$ cat src/hw/rtl/i2cm_pkg.sv
// ----------------------------------------------------------------------------
// i2cm_pkg
// Shared types and codes for the I2C master byte engine.
// ----------------------------------------------------------------------------
package i2cm_pkg;

    localparam int DATA_BITS       = 8;
    localparam int DEF_TICK_WIDTH  = 8;
    localparam int CFG_W           = 8;
    localparam int CFG_ADDR_W      = 2;
    localparam int IN_DATA_W       = 16;   // write_data + sda_in, byte padded
    localparam int OUT_DATA_W      = 16;   // six flags + read_data, byte padded
    localparam int CMD_W           = 3;
    localparam int PHASE_W         = 5;

    // register indexes
    localparam logic [CFG_ADDR_W-1:0] REG_SETUP = 2'd0;
    localparam logic [CFG_ADDR_W-1:0] REG_HIGH  = 2'd1;
    localparam logic [CFG_ADDR_W-1:0] REG_HOLD  = 2'd2;

    localparam logic [CFG_W-1:0] SETUP_RST = 8'd3;
    localparam logic [CFG_W-1:0] HIGH_RST  = 8'd5;
    localparam logic [CFG_W-1:0] HOLD_RST  = 8'd1;

    // commands
    localparam logic [CMD_W-1:0] CMD_NONE  = 3'd0;
    localparam logic [CMD_W-1:0] CMD_START = 3'd1;
    localparam logic [CMD_W-1:0] CMD_WRITE = 3'd2;
    localparam logic [CMD_W-1:0] CMD_READ  = 3'd3;
    localparam logic [CMD_W-1:0] CMD_STOP  = 3'd4;

    // sequencer phases
    localparam logic [PHASE_W-1:0] PH_IDLE     = 5'd0;
    localparam logic [PHASE_W-1:0] PH_ST_PREP  = 5'd1;
    localparam logic [PHASE_W-1:0] PH_ST_HIGH  = 5'd2;
    localparam logic [PHASE_W-1:0] PH_ST_FALL  = 5'd3;
    localparam logic [PHASE_W-1:0] PH_ST_HOLD  = 5'd4;
    localparam logic [PHASE_W-1:0] PH_WB_SETUP = 5'd5;
    localparam logic [PHASE_W-1:0] PH_WB_HIGH  = 5'd6;
    localparam logic [PHASE_W-1:0] PH_WB_HOLD  = 5'd7;
    localparam logic [PHASE_W-1:0] PH_WA_SETUP = 5'd8;
    localparam logic [PHASE_W-1:0] PH_WA_HIGH  = 5'd9;
    localparam logic [PHASE_W-1:0] PH_WA_HOLD  = 5'd10;
    localparam logic [PHASE_W-1:0] PH_RB_SETUP = 5'd11;
    localparam logic [PHASE_W-1:0] PH_RB_HIGH  = 5'd12;
    localparam logic [PHASE_W-1:0] PH_RB_HOLD  = 5'd13;
    localparam logic [PHASE_W-1:0] PH_MA_SETUP = 5'd14;
    localparam logic [PHASE_W-1:0] PH_MA_HIGH  = 5'd15;
    localparam logic [PHASE_W-1:0] PH_MA_HOLD  = 5'd16;
    localparam logic [PHASE_W-1:0] PH_SP_SETUP = 5'd17;
    localparam logic [PHASE_W-1:0] PH_SP_HIGH  = 5'd18;
    localparam logic [PHASE_W-1:0] PH_SP_FALL  = 5'd19;

    typedef struct packed {
        logic [CMD_W-1:0]     command;
        logic [DATA_BITS-1:0] write_data;
        logic                 last;
        logic                 sda_in;
    } item_t;

    typedef struct packed {
        logic [CFG_W-1:0] setup_ticks;
        logic [CFG_W-1:0] high_ticks;
        logic [CFG_W-1:0] hold_ticks;
    } cfg_t;

    typedef struct packed {
        logic                 scl;
        logic                 sda_level;
        logic                 sda_release;
        logic                 busy_res;
        logic                 done_res;
        logic                 nack_seen;
        logic [DATA_BITS-1:0] read_data;
    } res_t;

endpackage

$ cat src/hw/rtl/i2cm_seq.sv
// ----------------------------------------------------------------------------
// i2cm_seq
// Bus phase sequencer: holds the transfer state and advances it one tick
// per step, producing the line levels and status for that tick.
// ----------------------------------------------------------------------------
module i2cm_seq #(
    parameter int TICK_WIDTH = i2cm_pkg::DEF_TICK_WIDTH
) (
    input  logic           clk,
    input  logic           rst_n,
    input  logic           step,
    input  i2cm_pkg::item_t item,
    input  i2cm_pkg::cfg_t  cfg,
    output i2cm_pkg::res_t  result
);
    import i2cm_pkg::*;

    localparam longint unsigned TickMax = (64'd1 << TICK_WIDTH) - 64'd1;

    logic [PHASE_W-1:0]    phase_reg, phase_next;
    logic [TICK_WIDTH-1:0] tick_reg, tick_next;
    logic [3:0]            bit_reg, bit_next;
    logic [DATA_BITS-1:0]  shift_reg, shift_next;
    logic                  last_pend_reg, last_pend_next;
    logic                  nack_reg, nack_next;
    logic                  scl_reg, scl_next;
    logic                  sda_reg, sda_next;
    logic                  rd_op_reg, rd_op_next;

    function automatic logic [TICK_WIDTH-1:0] ticks_of(input logic [CFG_W-1:0] v);
        logic [CFG_W-1:0] t;
        t = (v == '0) ? CFG_W'(1) : v;
        if (64'(t) > TickMax)
            ticks_of = '1;
        else
            ticks_of = TICK_WIDTH'(t);
    endfunction

    function automatic logic [TICK_WIDTH-1:0] phase_len(input logic [PHASE_W-1:0] ph,
                                                        input cfg_t c);
        logic [TICK_WIDTH-1:0] len;
        unique case (ph)
            PH_ST_PREP, PH_WB_SETUP, PH_WA_SETUP,
            PH_RB_SETUP, PH_MA_SETUP, PH_SP_SETUP: len = ticks_of(c.setup_ticks);
            PH_ST_HOLD, PH_WB_HOLD, PH_WA_HOLD,
            PH_RB_HOLD, PH_MA_HOLD:                len = ticks_of(c.hold_ticks);
            default:                               len = ticks_of(c.high_ticks);
        endcase
        phase_len = len;
    endfunction

    logic                 rel;
    logic                 done;
    logic [PHASE_W-1:0]   np;

    always_comb
    begin
        phase_next     = phase_reg;
        tick_next      = tick_reg;
        bit_next       = bit_reg;
        shift_next     = shift_reg;
        last_pend_next = last_pend_reg;
        nack_next      = nack_reg;
        scl_next       = scl_reg;
        sda_next       = sda_reg;
        rd_op_next     = rd_op_reg;
        done           = 1'b0;
        np             = PH_IDLE;

        // command decode, only while idle; unknown codes are no-ops
        if (phase_next == PH_IDLE)
        begin
            unique case (item.command)
                CMD_START: phase_next = PH_ST_PREP;
                CMD_WRITE:
                begin
                    phase_next = PH_WB_SETUP;
                    shift_next = item.write_data;
                end
                CMD_READ:
                begin
                    phase_next = PH_RB_SETUP;
                    shift_next = '0;
                end
                CMD_STOP:  phase_next = PH_SP_SETUP;
                default:   ;
            endcase
            if (phase_next != PH_IDLE)
            begin
                nack_next      = 1'b0;
                bit_next       = '0;
                last_pend_next = item.last;
                rd_op_next     = (item.command == CMD_READ);
                tick_next      = phase_len(phase_next, cfg);
            end
        end

        rel = (phase_next >= PH_WA_SETUP) && (phase_next <= PH_RB_HOLD);

        if (phase_next != PH_IDLE)
        begin
            // line levels for the phase active this tick
            unique case (phase_next)
                PH_ST_PREP:  sda_next = 1'b1;
                PH_ST_HIGH:  begin scl_next = 1'b1; sda_next = 1'b1; end
                PH_ST_FALL:  begin scl_next = 1'b1; sda_next = 1'b0; end
                PH_ST_HOLD:  begin scl_next = 1'b0; sda_next = 1'b0; end
                PH_WB_SETUP, PH_WB_HOLD:
                begin
                    scl_next = 1'b0;
                    sda_next = shift_next[DATA_BITS-1];
                end
                PH_WB_HIGH:
                begin
                    scl_next = 1'b1;
                    sda_next = shift_next[DATA_BITS-1];
                end
                PH_WA_SETUP, PH_WA_HOLD, PH_RB_SETUP, PH_RB_HOLD:
                begin
                    scl_next = 1'b0;
                    sda_next = 1'b1;
                end
                PH_WA_HIGH, PH_RB_HIGH: begin scl_next = 1'b1; sda_next = 1'b1; end
                PH_MA_SETUP, PH_MA_HOLD:
                begin
                    scl_next = 1'b0;
                    sda_next = last_pend_next;
                end
                PH_MA_HIGH:  begin scl_next = 1'b1; sda_next = last_pend_next; end
                PH_SP_SETUP: begin scl_next = 1'b0; sda_next = 1'b0; end
                PH_SP_HIGH:  begin scl_next = 1'b1; sda_next = 1'b0; end
                PH_SP_FALL:  begin scl_next = 1'b1; sda_next = 1'b1; end
                default:     ;
            endcase

            tick_next = tick_next - TICK_WIDTH'(1);

            if (tick_next == '0)
            begin
                unique case (phase_next)
                    PH_ST_PREP:  np = PH_ST_HIGH;
                    PH_ST_HIGH:  np = PH_ST_FALL;
                    PH_ST_FALL:  np = PH_ST_HOLD;
                    PH_WB_SETUP: np = PH_WB_HIGH;
                    PH_WB_HIGH:  np = PH_WB_HOLD;
                    PH_WB_HOLD:
                    begin
                        shift_next = {shift_next[DATA_BITS-2:0], 1'b0};
                        bit_next   = bit_next + 4'd1;
                        np = (bit_next >= 4'(DATA_BITS)) ? PH_WA_SETUP : PH_WB_SETUP;
                    end
                    PH_WA_SETUP: np = PH_WA_HIGH;
                    PH_WA_HIGH:
                    begin
                        nack_next = item.sda_in;   // ack sampled at end of SCL high
                        np        = PH_WA_HOLD;
                    end
                    PH_WA_HOLD:
                    begin
                        if (nack_next || last_pend_next)
                            np = PH_SP_SETUP;
                        else
                            done = 1'b1;
                    end
                    PH_RB_SETUP: np = PH_RB_HIGH;
                    PH_RB_HIGH:
                    begin
                        shift_next = {shift_next[DATA_BITS-2:0], item.sda_in};
                        np         = PH_RB_HOLD;
                    end
                    PH_RB_HOLD:
                    begin
                        bit_next = bit_next + 4'd1;
                        np = (bit_next >= 4'(DATA_BITS)) ? PH_MA_SETUP : PH_RB_SETUP;
                    end
                    PH_MA_SETUP: np = PH_MA_HIGH;
                    PH_MA_HIGH:  np = PH_MA_HOLD;
                    PH_MA_HOLD:
                    begin
                        if (last_pend_next)
                            np = PH_SP_SETUP;
                        else
                            done = 1'b1;
                    end
                    PH_SP_SETUP: np = PH_SP_HIGH;
                    PH_SP_HIGH:  np = PH_SP_FALL;
                    default:     done = 1'b1;
                endcase
                phase_next = np;
                tick_next  = (np == PH_IDLE) ? '0 : phase_len(np, cfg);
            end
        end

        result.scl         = scl_next;
        result.sda_level   = rel ? 1'b1 : sda_next;
        result.sda_release = rel;
        result.busy_res    = (phase_next != PH_IDLE);
        result.done_res    = done;
        result.nack_seen   = done && !rd_op_next && nack_next;
        result.read_data   = (done && rd_op_next) ? shift_next : '0;
    end

    always_ff @(posedge clk or negedge rst_n)
    begin
        if (!rst_n)
        begin
            phase_reg     <= PH_IDLE;
            tick_reg      <= '0;
            bit_reg       <= '0;
            shift_reg     <= '0;
            last_pend_reg <= 1'b0;
            nack_reg      <= 1'b0;
            scl_reg       <= 1'b1;
            sda_reg       <= 1'b1;
            rd_op_reg     <= 1'b0;
        end
        else if (step)
        begin
            phase_reg     <= phase_next;
            tick_reg      <= tick_next;
            bit_reg       <= bit_next;
            shift_reg     <= shift_next;
            last_pend_reg <= last_pend_next;
            nack_reg      <= nack_next;
            scl_reg       <= scl_next;
            sda_reg       <= sda_next;
            rd_op_reg     <= rd_op_next;
        end
    end

endmodule

$ cat src/hw/rtl/i2c_master_byte_engine_core.sv
// ----------------------------------------------------------------------------
// i2c_master_byte_engine_core
// I2C master that advances one bus tick per input word.
// ----------------------------------------------------------------------------
// Usage:
//   s_* carries one word per bus tick: tuser = command, tlast = last byte,
//   tdata = write_data and the sampled SDA level. Commands are taken only
//   while the engine is idle; otherwise the word just advances the tick.
//   m_* returns one word per input word with SCL, SDA drive/release, busy,
//   done pulse, nack and the received byte.
//   cfg_we/cfg_addr/cfg_wdata write the setup, high and hold tick counts;
//   write them only while no transfer is running.
// Timing:
//   Input register, one pass of sequencer logic, output register. A taken
//   word is held in the input register, and its result is registered in the
//   output register when the word steps; one word per cycle sustained while
//   m_tready stays high.
// Reset:
//   Engine idle, SCL and SDA high, tick counts 3/5/1, both channels empty.
// Stalls:
//   A stalled m_tready holds the result word; one more input word is
//   buffered, after which s_tready drops until the output drains.
// ----------------------------------------------------------------------------
module i2c_master_byte_engine_core #(
    parameter int TICK_WIDTH = i2cm_pkg::DEF_TICK_WIDTH
) (
    input  logic                              clk,
    input  logic                              rst_n,
    // cfg
    input  logic                              cfg_we,
    input  logic [i2cm_pkg::CFG_ADDR_W-1:0]   cfg_addr,
    input  logic [i2cm_pkg::CFG_W-1:0]        cfg_wdata,
    // input stream
    input  logic                              s_tvalid,
    output logic                              s_tready,
    input  logic [i2cm_pkg::IN_DATA_W-1:0]    s_tdata,   // [7:0] write_data, [8] sda_in
    input  logic [i2cm_pkg::CMD_W-1:0]        s_tuser,   // [2:0] command
    input  logic                              s_tlast,
    // output stream
    output logic                              m_tvalid,
    input  logic                              m_tready,
    output logic [i2cm_pkg::OUT_DATA_W-1:0]   m_tdata    // [0] scl, [1] sda_level,
                                                         // [2] sda_release, [3] busy_res,
                                                         // [4] done_res, [5] nack_seen,
                                                         // [13:6] read_data
);
    import i2cm_pkg::*;

    cfg_t  cfg_reg;
    item_t item_reg;
    logic  in_valid_reg, in_valid_next;
    logic  out_valid_reg, out_valid_next;
    res_t  res_reg;
    res_t  res_comb;
    logic  step;
    logic  take;

    always_ff @(posedge clk or negedge rst_n)
    begin
        if (!rst_n)
        begin
            cfg_reg.setup_ticks <= SETUP_RST;
            cfg_reg.high_ticks  <= HIGH_RST;
            cfg_reg.hold_ticks  <= HOLD_RST;
        end
        else if (cfg_we)
        begin
            unique case (cfg_addr)
                REG_SETUP: cfg_reg.setup_ticks <= cfg_wdata;
                REG_HIGH:  cfg_reg.high_ticks  <= cfg_wdata;
                REG_HOLD:  cfg_reg.hold_ticks  <= cfg_wdata;
                default:   ;
            endcase
        end
    end

    assign step     = in_valid_reg && (!out_valid_reg || m_tready);
    assign s_tready = !in_valid_reg || step;
    assign take     = s_tvalid && s_tready;

    always_comb
    begin
        in_valid_next = in_valid_reg;
        if (take)
            in_valid_next = 1'b1;
        else if (step)
            in_valid_next = 1'b0;

        out_valid_next = out_valid_reg;
        if (step)
            out_valid_next = 1'b1;
        else if (m_tready)
            out_valid_next = 1'b0;
    end

    always_ff @(posedge clk or negedge rst_n)
    begin
        if (!rst_n)
        begin
            in_valid_reg  <= 1'b0;
            out_valid_reg <= 1'b0;
        end
        else
        begin
            in_valid_reg  <= in_valid_next;
            out_valid_reg <= out_valid_next;
        end
    end

    always_ff @(posedge clk)
    begin
        if (take)
        begin
            item_reg.command    <= s_tuser;
            item_reg.write_data <= s_tdata[DATA_BITS-1:0];
            item_reg.last       <= s_tlast;
            item_reg.sda_in     <= s_tdata[DATA_BITS];
        end
        if (step)
            res_reg <= res_comb;
    end

    i2cm_seq #(
        .TICK_WIDTH (TICK_WIDTH)
    ) u_seq (
        .clk    (clk),
        .rst_n  (rst_n),
        .step   (step),
        .item   (item_reg),
        .cfg    (cfg_reg),
        .result (res_comb)
    );

    assign m_tvalid = out_valid_reg;
    assign m_tdata  = {{(OUT_DATA_W - DATA_BITS - 6){1'b0}},
                       res_reg.read_data,
                       res_reg.nack_seen,
                       res_reg.done_res,
                       res_reg.busy_res,
                       res_reg.sda_release,
                       res_reg.sda_level,
                       res_reg.scl};

endmodule

$ cat config.mk
export PLATFORM = sky130hd
export DESIGN_NAME = i2c_master_byte_engine_core
export DESIGN_NICKNAME = d
export VERILOG_FILES = /design/src/hw/rtl/i2cm_pkg.sv /design/src/hw/rtl/i2cm_seq.sv /design/src/hw/rtl/i2c_master_byte_engine_core.sv
export SDC_FILE = /design/constraint.sdc
export NUM_CORES = 1
export LEC_CHECK = 0
export ABC_AREA = 1
export BUFFER_PORTS_ARGS = -buffer_cell sky130_fd_sc_hd__buf_2
export CORE_ASPECT_RATIO = 0.8
export CORE_MARGIN = 4
export CORE_UTILIZATION = 45
export DETAILED_ROUTE_END_ITERATION = 7
export PLACE_DENSITY = 0.69
export SLEW_MARGIN = 20
export SYNTH_ARGS = -nofsm -noshare
export SYNTH_HDL_FRONTEND = slang
export SYNTH_SLANG_ARGS = --single-unit
export TNS_END_PERCENT = 20
$ cat constraint.sdc
create_clock -name clk -period 6.9 [get_ports clk]
set_input_delay 1.38 -clock clk [delete_from_list [all_inputs] [get_ports clk]]
set_output_delay 1.38 -clock clk [all_outputs]
set_load 0.02 [all_outputs]
After elaboration in Yosys (flattened, before gate mapping)
Index checks and enable logic that the tools add are counted.
{"block": "op_classes", "addsub": 2, "magnitude_cmp": 3, "eq_ne": 47, "mux": 54, "reduce_logical": 39}
{"cell": "5-bit by 4-bit equality test with 1-bit output, second input constant", "n": 18}
{"cell": "8-bit two-way mux", "n": 11}
{"cell": "5-bit one-hot mux with 17 select lines", "n": 1}
{"cell": "8-bit one-hot mux with 2 select lines", "n": 4}
{"cell": "5-bit by 3-bit equality test with 1-bit output, second input constant", "n": 10}
{"cell": "5-bit equality test, second input constant", "n": 8}
{"cell": "5-bit two-way mux", "n": 8}
{"cell": "8-bit logical NOT", "n": 4}
{"cell": "4-bit two-way mux", "n": 6}
{"cell": "5-bit one-hot mux with 4 select lines", "n": 1}
{"cell": "1-bit two-way mux", "n": 19}
{"cell": "5-bit by 1-bit equality test with 1-bit output, second input constant", "n": 3}
{"cell": "5-bit nonzero test", "n": 3}
{"cell": "15-bit OR reduction", "n": 1}
{"cell": "6-bit OR reduction", "n": 2}
{"cell": "5-bit by 2-bit equality test with 1-bit output, second input constant", "n": 2}
{"cell": "5-bit logical NOT", "n": 2}
{"cell": "10-bit OR reduction", "n": 1}
{"cell": "5-bit OR reduction", "n": 2}
{"cell": "9-bit OR reduction", "n": 1}
{"cell": "8-bit OR reduction", "n": 1}
{"cell": "8-bit by 1-bit subtractor with 8-bit output, second input constant", "n": 1}
{"cell": "3-bit by 2-bit equality test with 1-bit output, second input constant", "n": 2}
{"cell": "1-bit logical AND", "n": 6}
{"cell": "other kinds (20)", "n": 28}
{"block": "word_totals", "ff_bits": 83, "word_cells": 170}

Longest topological paths before layout
Gate-level depths: netlist of the first run.
{"block": "depth", "word_depth": 18, "depth_mapped": 30, "depth_no_buf": 30}

Cells and area by module
A second synthesis of the first run with hierarchy kept.
{"block": "unflattened", "cells_unflattened": 751, "area_unflattened_um2": 5393.9}
{"module": "i2cm_seq", "n_inst": 1, "cells_each": 603, "area_each_um2": 3424.5, "seq_area_each_um2": 753.2}
{"module": "i2c_master_byte_engine_core", "n_inst": 1, "cells_each": 148, "area_each_um2": 1969.4, "seq_area_each_um2": 1467.7}

Least setup slack after synthesis of the first run
OpenSTA, ideal clock, no wires.
{"block": "synth_path", "path_kind": "reg2reg", "from": "register item_reg[11] (netlist name)", "to": "register res_reg, in the netlist m_tdata[3], data pin", "setup_time_ns": 0.260, "arrival_time_ns": 2.852, "t_required_ns": 6.640, "path_slack_ns": 3.788, "path_stages_with_launch": 30, "path_cell_list": "edfxtp_1 inv_2 nand2_1 nand2_2 nand2_4 nand3_1 nand2_1 nor2_1 nand2_1 nand2_1 nand2_2 nand2_4 inv_2 nand2_2 nand3_1 nand2_2 nand2_2 inv_2 ha_1 nand3b_1 nand2_1 nor2_1 nand4_1 nor2_4 nand2_4 buf_6 nand2_1 nand2_1 nor2_1 nand3_1"}
{"item": "start, declared", "line": "i2c_master_byte_engine_core.sv:50", "rtl": "item_t item_reg;"}
{"item": "end signal, assigned", "line": "i2c_master_byte_engine_core.sv:120", "rtl": "res_reg <= res_comb;"}
{"item": "end, declared", "line": "i2c_master_byte_engine_core.sv:53", "rtl": "res_t res_reg;"}

==> impl_metrics.py, run 1 <==
metrics = {
    "routing": {
        "first_pass_iters": 5,
        "drc": 0,
        "wl_per_cell_um": 14.20,
        "via_per_inst": 5.253,
        "vias": 5006,
        "postRouteWirelength_mm": 13.53,
        "drt-initial-drc-count": 464,
        "ant_nets": 0,
    },
    "placed_design": {
        "io_buffers": 43,
        "hpwl_mm": 9.894,
        "place_area_um2": 5766,
        "gp_congestion": 0.8906,
    },
    "grt": {
        "grt_use_total": 0.2062,
        "grt_pass1_vias": 4699,
        "grt_max_degree": 57,
        "antenna_found_initial": 0,
        "grt_pass1_wl_mm": 22.87,
        "grt.overflow.total": 0,
    },
    "finish": {
        "largest_register_ffs": 24,
        "final_area_um2": 6065,
        "nets": 838,
        "layout-drive-gt1-share": 0.1938,
        "nFillCells": 1124,
        "fin_util": 0.5187,
        "syn2layout_area_growth_pct": 11.30,
        "antennaDiodeCount": 0,
    },
    "cts": {
        "cts_tree": "done",
        "cts_buffers": 9,
        "cts_repair_resize_count": 0,
        "root_buffer": "clkbuf_16",
        "clk_pin_slew_ns": 0.07,
        "clk_latency_ns": 0.35,
        "cts_hold_buf": 0,
        "cts_buffer_depth": 2,
        "post_cts_buffers": 0,
        "cts.htree.levels": 3,
        "clock_sinks": 83,
    },
    "floorplanning": {
        "ioPinCount": 53,
        "die_y_um": 106.4,
        "die_w_um": 131.0,
        "core_um2": 11690,
        "die_area_um2": 13940,
        "start_util": 0.4660,
        "rows": 35,
    },
    "power": {
        "ir_drop_mv": 0.1802,
        "leakagePower_nw": 3.145,
        "power_per_cell_area_nw_per_um2": 443.3,
    },
    "sta": {
        "drv_slew": 0,
        "period_minus_slack_ns": 3.667,
        "setup_viol": 0,
        "slew_headroom": 0.5024,
        "finalCritPeriodShare": 0.5315,
        "rsz0062_at_grt": "false",
        "fmax_ghz": 0.2727,
        "fin_skew_ns": 0.01009,
        "fin_tns_setup_ns": 0,
        "tightest_slew_ns": 0.7464,
        "hold_violations": 0,
    },
    "critical_path": {
        "cp-start-kind": "flop",
        "cp.arrival_ns": 3.75,
        "cp-startpoint": "item_reg[10]",
        "reg2reg_from": "item_reg[10]",
        "end_kind": "flop",
        "path_common_cell": "nand2_1",
        "rr_endpoint": "m_tdata[3]",
        "crit_required_ns": 6.99,
        "cp_slowest_cell": "edfxtp_1",
        "slowest_delay_ns": 0.47,
        "worstRegToRegCells": 26,
        "r2r_slack_ns": 3.23,
        "crit_fanout": 24,
        "worstSetupPathType": "flop to flop",
    },
    "yosys": {
        "syn_inst": 759,
        "synth-seq-cells": 83,
        "ys_warn_count": 0,
        "yosysUniqueCellTypes": 45,
        "yosysSeqAreaShare": 0.4076,
        "syn_avg_cell_area_um2": 7.179,
        "synth_area_um2": 5449,
    },
    "min_path": {
        "hold_end": "u_seq.sda_reg",
        "hp-start": "u_seq.sda_reg",
        "hold_path.class": "flop to flop",
        "whs_path_depth": 2,
    },
    "flow_run": {
        "cap_violations": 0,
    },
    "status": {
        "status": "finished clean",
    },
}
==> power by group <==
part	total, mW	internal (mW)	switching [mW]
combinational	1.50	0.464	1.03
sequential	0.704	0.636	0.0680
clock	0.486	0.257	0.228
==> synthesized netlist by cell type (all sizes together) <==
| master | count | area, µm² |
|---|---|---|
| nor3 | 7 | 40.04 |
| o21bai | 7 | 52.55 |
| a22oi | 13 | 97.59 |
| o211ai | 3 | 27.52 |
| a21o | 2 | 15.01 |
| conb | 1 | 3.750 |
| a21oi | 17 | 96.35 |
| o22ai | 2 | 12.51 |
| ha | 3 | 37.54 |
| buf | 11 | 91.33 |
| nand2 | 287 | 1180 |
| nand4 | 8 | 50.05 |
| a41oi | 1 | 8.760 |
| nor2 | 74 | 345.3 |
| nand3b | 2 | 15.01 |
| edfxtp | 27 | 810.8 |
| a311o | 1 | 10.01 |
| or2 | 2 | 12.52 |
| xor2 | 2 | 25.03 |
| o21ai | 67 | 376.6 |
| clkbuf | 7 | 26.28 |
| dfrtp | 49 | 1226 |
| nor4 | 5 | 31.28 |
| o21a | 1 | 7.510 |
| dfstp | 7 | 183.9 |
| inv | 107 | 401.6 |
| nand3 | 45 | 260.3 |
| clkinv | 1 | 3.750 |
==> through the flow <==
| stage | power, mW | hold WS [ns] | instances | worst slack (ns) |
|---|---|---|---|---|
| after detailed placement | 2.184 | 0.4660 | 937 | 3.283 |
| after CTS | 2.685 | 0.4736 | 953 | 3.267 |
| after global routing | 2.934 | 0.4843 | 953 | 2.824 |
| final | 2.688 | 0.4734 | 953 | 3.233 |
| after global placement | 2.158 | 0.4595 | 937 | 3.327 |
| after floorplan | 1.883 | 0.4414 | 760 | 3.788 |
==> kinds of logic (layout without fill, tap and decap cells) <==
group,after synthesis,count (layout),synth area share
flip-flops,83,83,0.4076
AND/OR/NAND/NOR,430,430,0.3550
AO/OA/AOI/OAI,114,114,0.1293
buffers and inverters,126,171,0.09598
adder cells (fa/ha/maj),3,3,0.006889
XOR/XNOR,2,2,0.004594
other,1,2,0.0006882
==> area by class of cell <==
type	count	area (µm²)	share of cell area
Timing Repair Buffer	47	245.2	0.04044
Clock inverter	7	73.82	0.01217
Sequential cell	83	2221	0.3662
Tap cell	148	185.2	0.03053
Inverter	108	405.4	0.06685
Multi-Input combinational cell	551	2709	0.4467
Clock buffer	9	225.2	0.03714
==> cells in the final DEF, fill, tap and decap left out, drive strengths merged, types with 2 or more instances in the layout <==
| cell type | count |
|---|---|
| clkbuf | 9 |
| nor4 | 5 |
| clkinv | 2 |
| ha | 3 |
| nand4 | 8 |
| o211ai | 3 |
| o21ai | 67 |
| o21bai | 7 |
| nor2 | 74 |
| dfstp | 7 |
| xor2 | 2 |
| a21oi | 17 |
| dfrtp | 49 |
| o22ai | 2 |
| nand2 | 287 |
| nor3 | 7 |
| edfxtp | 27 |
| buf | 47 |
| inv | 113 |
| nand3b | 2 |
| a22oi | 13 |
| a21o | 2 |
| nand3 | 45 |
| or2 | 2 |
| conb | 2 |
==> worst max path at each step <==
stage                       to  slack, ns
finish              m_tdata[3]       3.23
global route        m_tdata[3]       2.82
CTS                 m_tdata[3]       3.27
detailed placement  m_tdata[3]       3.28
global placement    m_tdata[3]       3.33
floorplan           m_tdata[3]       3.79
==> routing by layer <==
metal / share of wire / track usage
met4: 0.015 / 0.05874
met5: 0 / 0
met1: 0.49 / 0.3121
met3: 0.068 / 0.04169
met2: 0.43 / 0.2960
==> worst max-delay path, delay by kind of cell (launching register included) <==
family | cells | cell delay [ns]
adders and majority gates | 1 | 0.25
and+or+nand+nor | 21 | 2.35
DFF | 1 | 0.47
buffers and inverters | 4 | 0.35
(Power assumes the default switching activity.)
==> run 2: changes to the inputs <==
- ABC_AREA: 1 -> 0
- PLACE_DENSITY: 0.69 -> 0.7
- clock period: 6.9 -> 3.75 ns (I/O delays scaled with it)
==> impl_metrics.py, run 2 <==
metrics = {
    "grt": {
        "grt_pass1_wl_mm": 20.53,
        "grt_pass1_vias": 3850,
        "antenna_found_initial": 0,
        "grt.overflow.total": 0,
        "grt_max_degree": 32,
        "grt_use_total": 0.2020,
    },
    "floorplanning": {
        "ioPinCount": 53,
        "start_util": 0.4728,
        "die_area_um2": 12770,
        "die_w_um": 125.4,
        "core_um2": 10490,
        "rows": 33,
        "die_y_um": 101.9,
    },
    "finish": {
        "final_area_um2": 5664,
        "layout-drive-gt1-share": 0.2685,
        "antennaDiodeCount": 0,
        "largest_register_ffs": 24,
        "nets": 573,
        "fin_util": 0.5401,
        "syn2layout_area_growth_pct": 14.23,
        "mostFrequentLayoutCells": "dfrtp_1 (49), nand2_1 (45), a21oi_1 (43), buf_2 (43), nor2_1 (42)",
        "layout_commonest_cell": "dfrtp_1",
    },
    "cts": {
        "cts_hold_buf": 0,
        "post_cts_buffers": 0,
        "clock_sinks": 83,
        "clk_pin_slew_ns": 0.06,
        "cts_tree": "done",
        "cts.htree.levels": 3,
        "cts_buffer_depth": 2,
        "root_buffer": "clkbuf_16",
        "cts_repair_resize_count": 0,
        "cts_buffers": 9,
        "clk_latency_ns": 0.34,
    },
    "yosys": {
        "ys_warn_count": 0,
        "synth_area_um2": 4959,
        "ys.flop_type": "dfrtp_1",
        "syn_avg_cell_area_um2": 10.22,
        "syn_inst": 485,
        "synth_area_leaders": "dfrtp_1 (25%), edfxtp_1 (16%), mux2_2 (5.9%)",
        "synth_most_common_cell": "dfrtp_1",
        "synthArstFlopShare": 0.6747,
        "yosys.area.top_type_share": 0.2473,
        "synth-seq-cells": 83,
        "ys_top_cells_by_count": "dfrtp_1 (49), nand2_1 (45), a21oi_1 (43)",
        "yosysSeqAreaShare": 0.4479,
        "yosysUniqueCellTypes": 83,
        "synth_top_cell_by_area": "dfrtp_1",
        "synth-edff-count": 27,
    },
    "placed_design": {
        "gp_congestion": 0.9786,
        "hpwl_mm": 9.214,
        "place_area_um2": 5366,
        "io_buffers": 43,
    },
    "routing": {
        "postRouteWirelength_mm": 12.37,
        "drt-initial-drc-count": 482,
        "vias": 4119,
        "wl_per_cell_um": 18.19,
        "ant_nets": 0,
        "first_pass_iters": 5,
        "drc": 0,
        "via_per_inst": 6.057,
    },
    "power": {
        "pwr-share-comb": 0.482,
        "p_int_mw": 2.538,
        "p_sw_mw": 1.860,
        "leakagePower_nw": 2.307,
        "clkPwrFrac": 0.198,
        "power_per_cell_area_nw_per_um2": 776.5,
        "switching_share": 0.4228,
        "ir_drop_mv": 0.3754,
        "seqPwrFrac": 0.320,
    },
    "sta": {
        "fin_tns_setup_ns": 0,
        "slew_headroom": 0.5483,
        "tightest_slew_ns": 0.6755,
        "setup_viol": 0,
        "fin_skew_ns": 0.008223,
        "rsz0062_at_grt": "false",
        "finalCritPeriodShare": 0.9158,
        "period_minus_slack_ns": 3.434,
        "hold_violations": 0,
        "fmax_ghz": 0.2912,
        "drv_slew": 0,
    },
    "critical_path": {
        "cp.arrival_ns": 3.63,
        "crit_required_ns": 3.95,
        "worstSetupPathType": "flop to flop",
        "r2r_slack_ns": 0.32,
        "cp-start-kind": "flop",
        "crit_fanout": 11,
        "cp-startpoint": "item_reg[10]",
        "reg2reg_from": "item_reg[10]",
        "end_kind": "flop",
    },
    "status": {
        "status": "finished clean",
    },
    "flow_run": {
        "cap_violations": 0,
    },
    "min_path": {
        "hold_path.class": "primary input to async pin",
    },
}
[run 2: critical path: stages (launching register included)]
cell and delay, ns:
edfxtp_1 0.54, or3_1 0.49, nand4_2 0.22, buf_4 0.24, mux2i_1 0.41, and3_1 0.24
o22ai_2 0.10, a21oi_4 0.24, and4_4 0.38, mux2_4 0.33, nor2_1 0.11
[run 2: power by group through the flow]
stage	logic [mW]	clock network (mW)	registers [mW]
after global routing	2.32	0.935	1.43
after global placement	2.03	0	1.41
after CTS	2.08	0.886	1.40
after detailed placement	2.07	0	1.42
after floorplan	1.57	0	1.36
final	2.12	0.870	1.41
[run 2: final timing paths]
path                                       to  cells past startpoint
max in group asynchronous          cfg_reg[0]                      2
min in group clk                u_seq.scl_reg                      2
hold / removal             u_seq.shift_reg[2]                      1
setup reg to reg                  m_tdata[12]                     10
hold reg to reg                 u_seq.scl_reg                      2
setup / recovery                  m_tdata[12]                     10
[run 2: final cells by class]
class	count	area, µm²
fillers	937	4823
clock inverters	3	26.28
inverters	7	26.28
clock buffers	13	271.5
multi-input cells	370	2571
well taps	140	175.2
flip-flops and latches	83	2221
repair buffers	64	372.9
[run 2: cell families (layout without fill, tap and decap cells)]
logic type,Yosys count,after routing,share of synthesized area
mux,46,46,0.1065
compound gates,138,138,0.1951
flops,83,83,0.4479
buf+inv,33,87,0.03431
other cells,1,2,0.0007563
fa+ha+maj,3,3,0.007571
xor+xnor,8,8,0.01413
simple gates,173,173,0.1938
[run 2: layer usage]
metal  global-route usage  vias to the layer above  part of all wire
li1                     -                     1933                 -
met1               0.3029                     1973              0.48
met2               0.2974                      201              0.43
met3              0.04807                       12             0.084
met4              0.05000                        0             0.011
met5                    0                        -                 0
[run 2: through the flow]
stage | power (mW) | setup WS, ns | std cells | hold slack [ns]
after floorplan | 2.931 | 0.2730 | 486 | 0.4391
after global placement | 3.440 | 0.4306 | 664 | 0.4524
after detailed placement | 3.482 | 0.3823 | 664 | 0.4531
after CTS | 4.363 | 0.3535 | 680 | 0.4613
after global routing | 4.685 | 0.03779 | 680 | 0.4779
final | 4.398 | 0.3158 | 680 | 0.4452
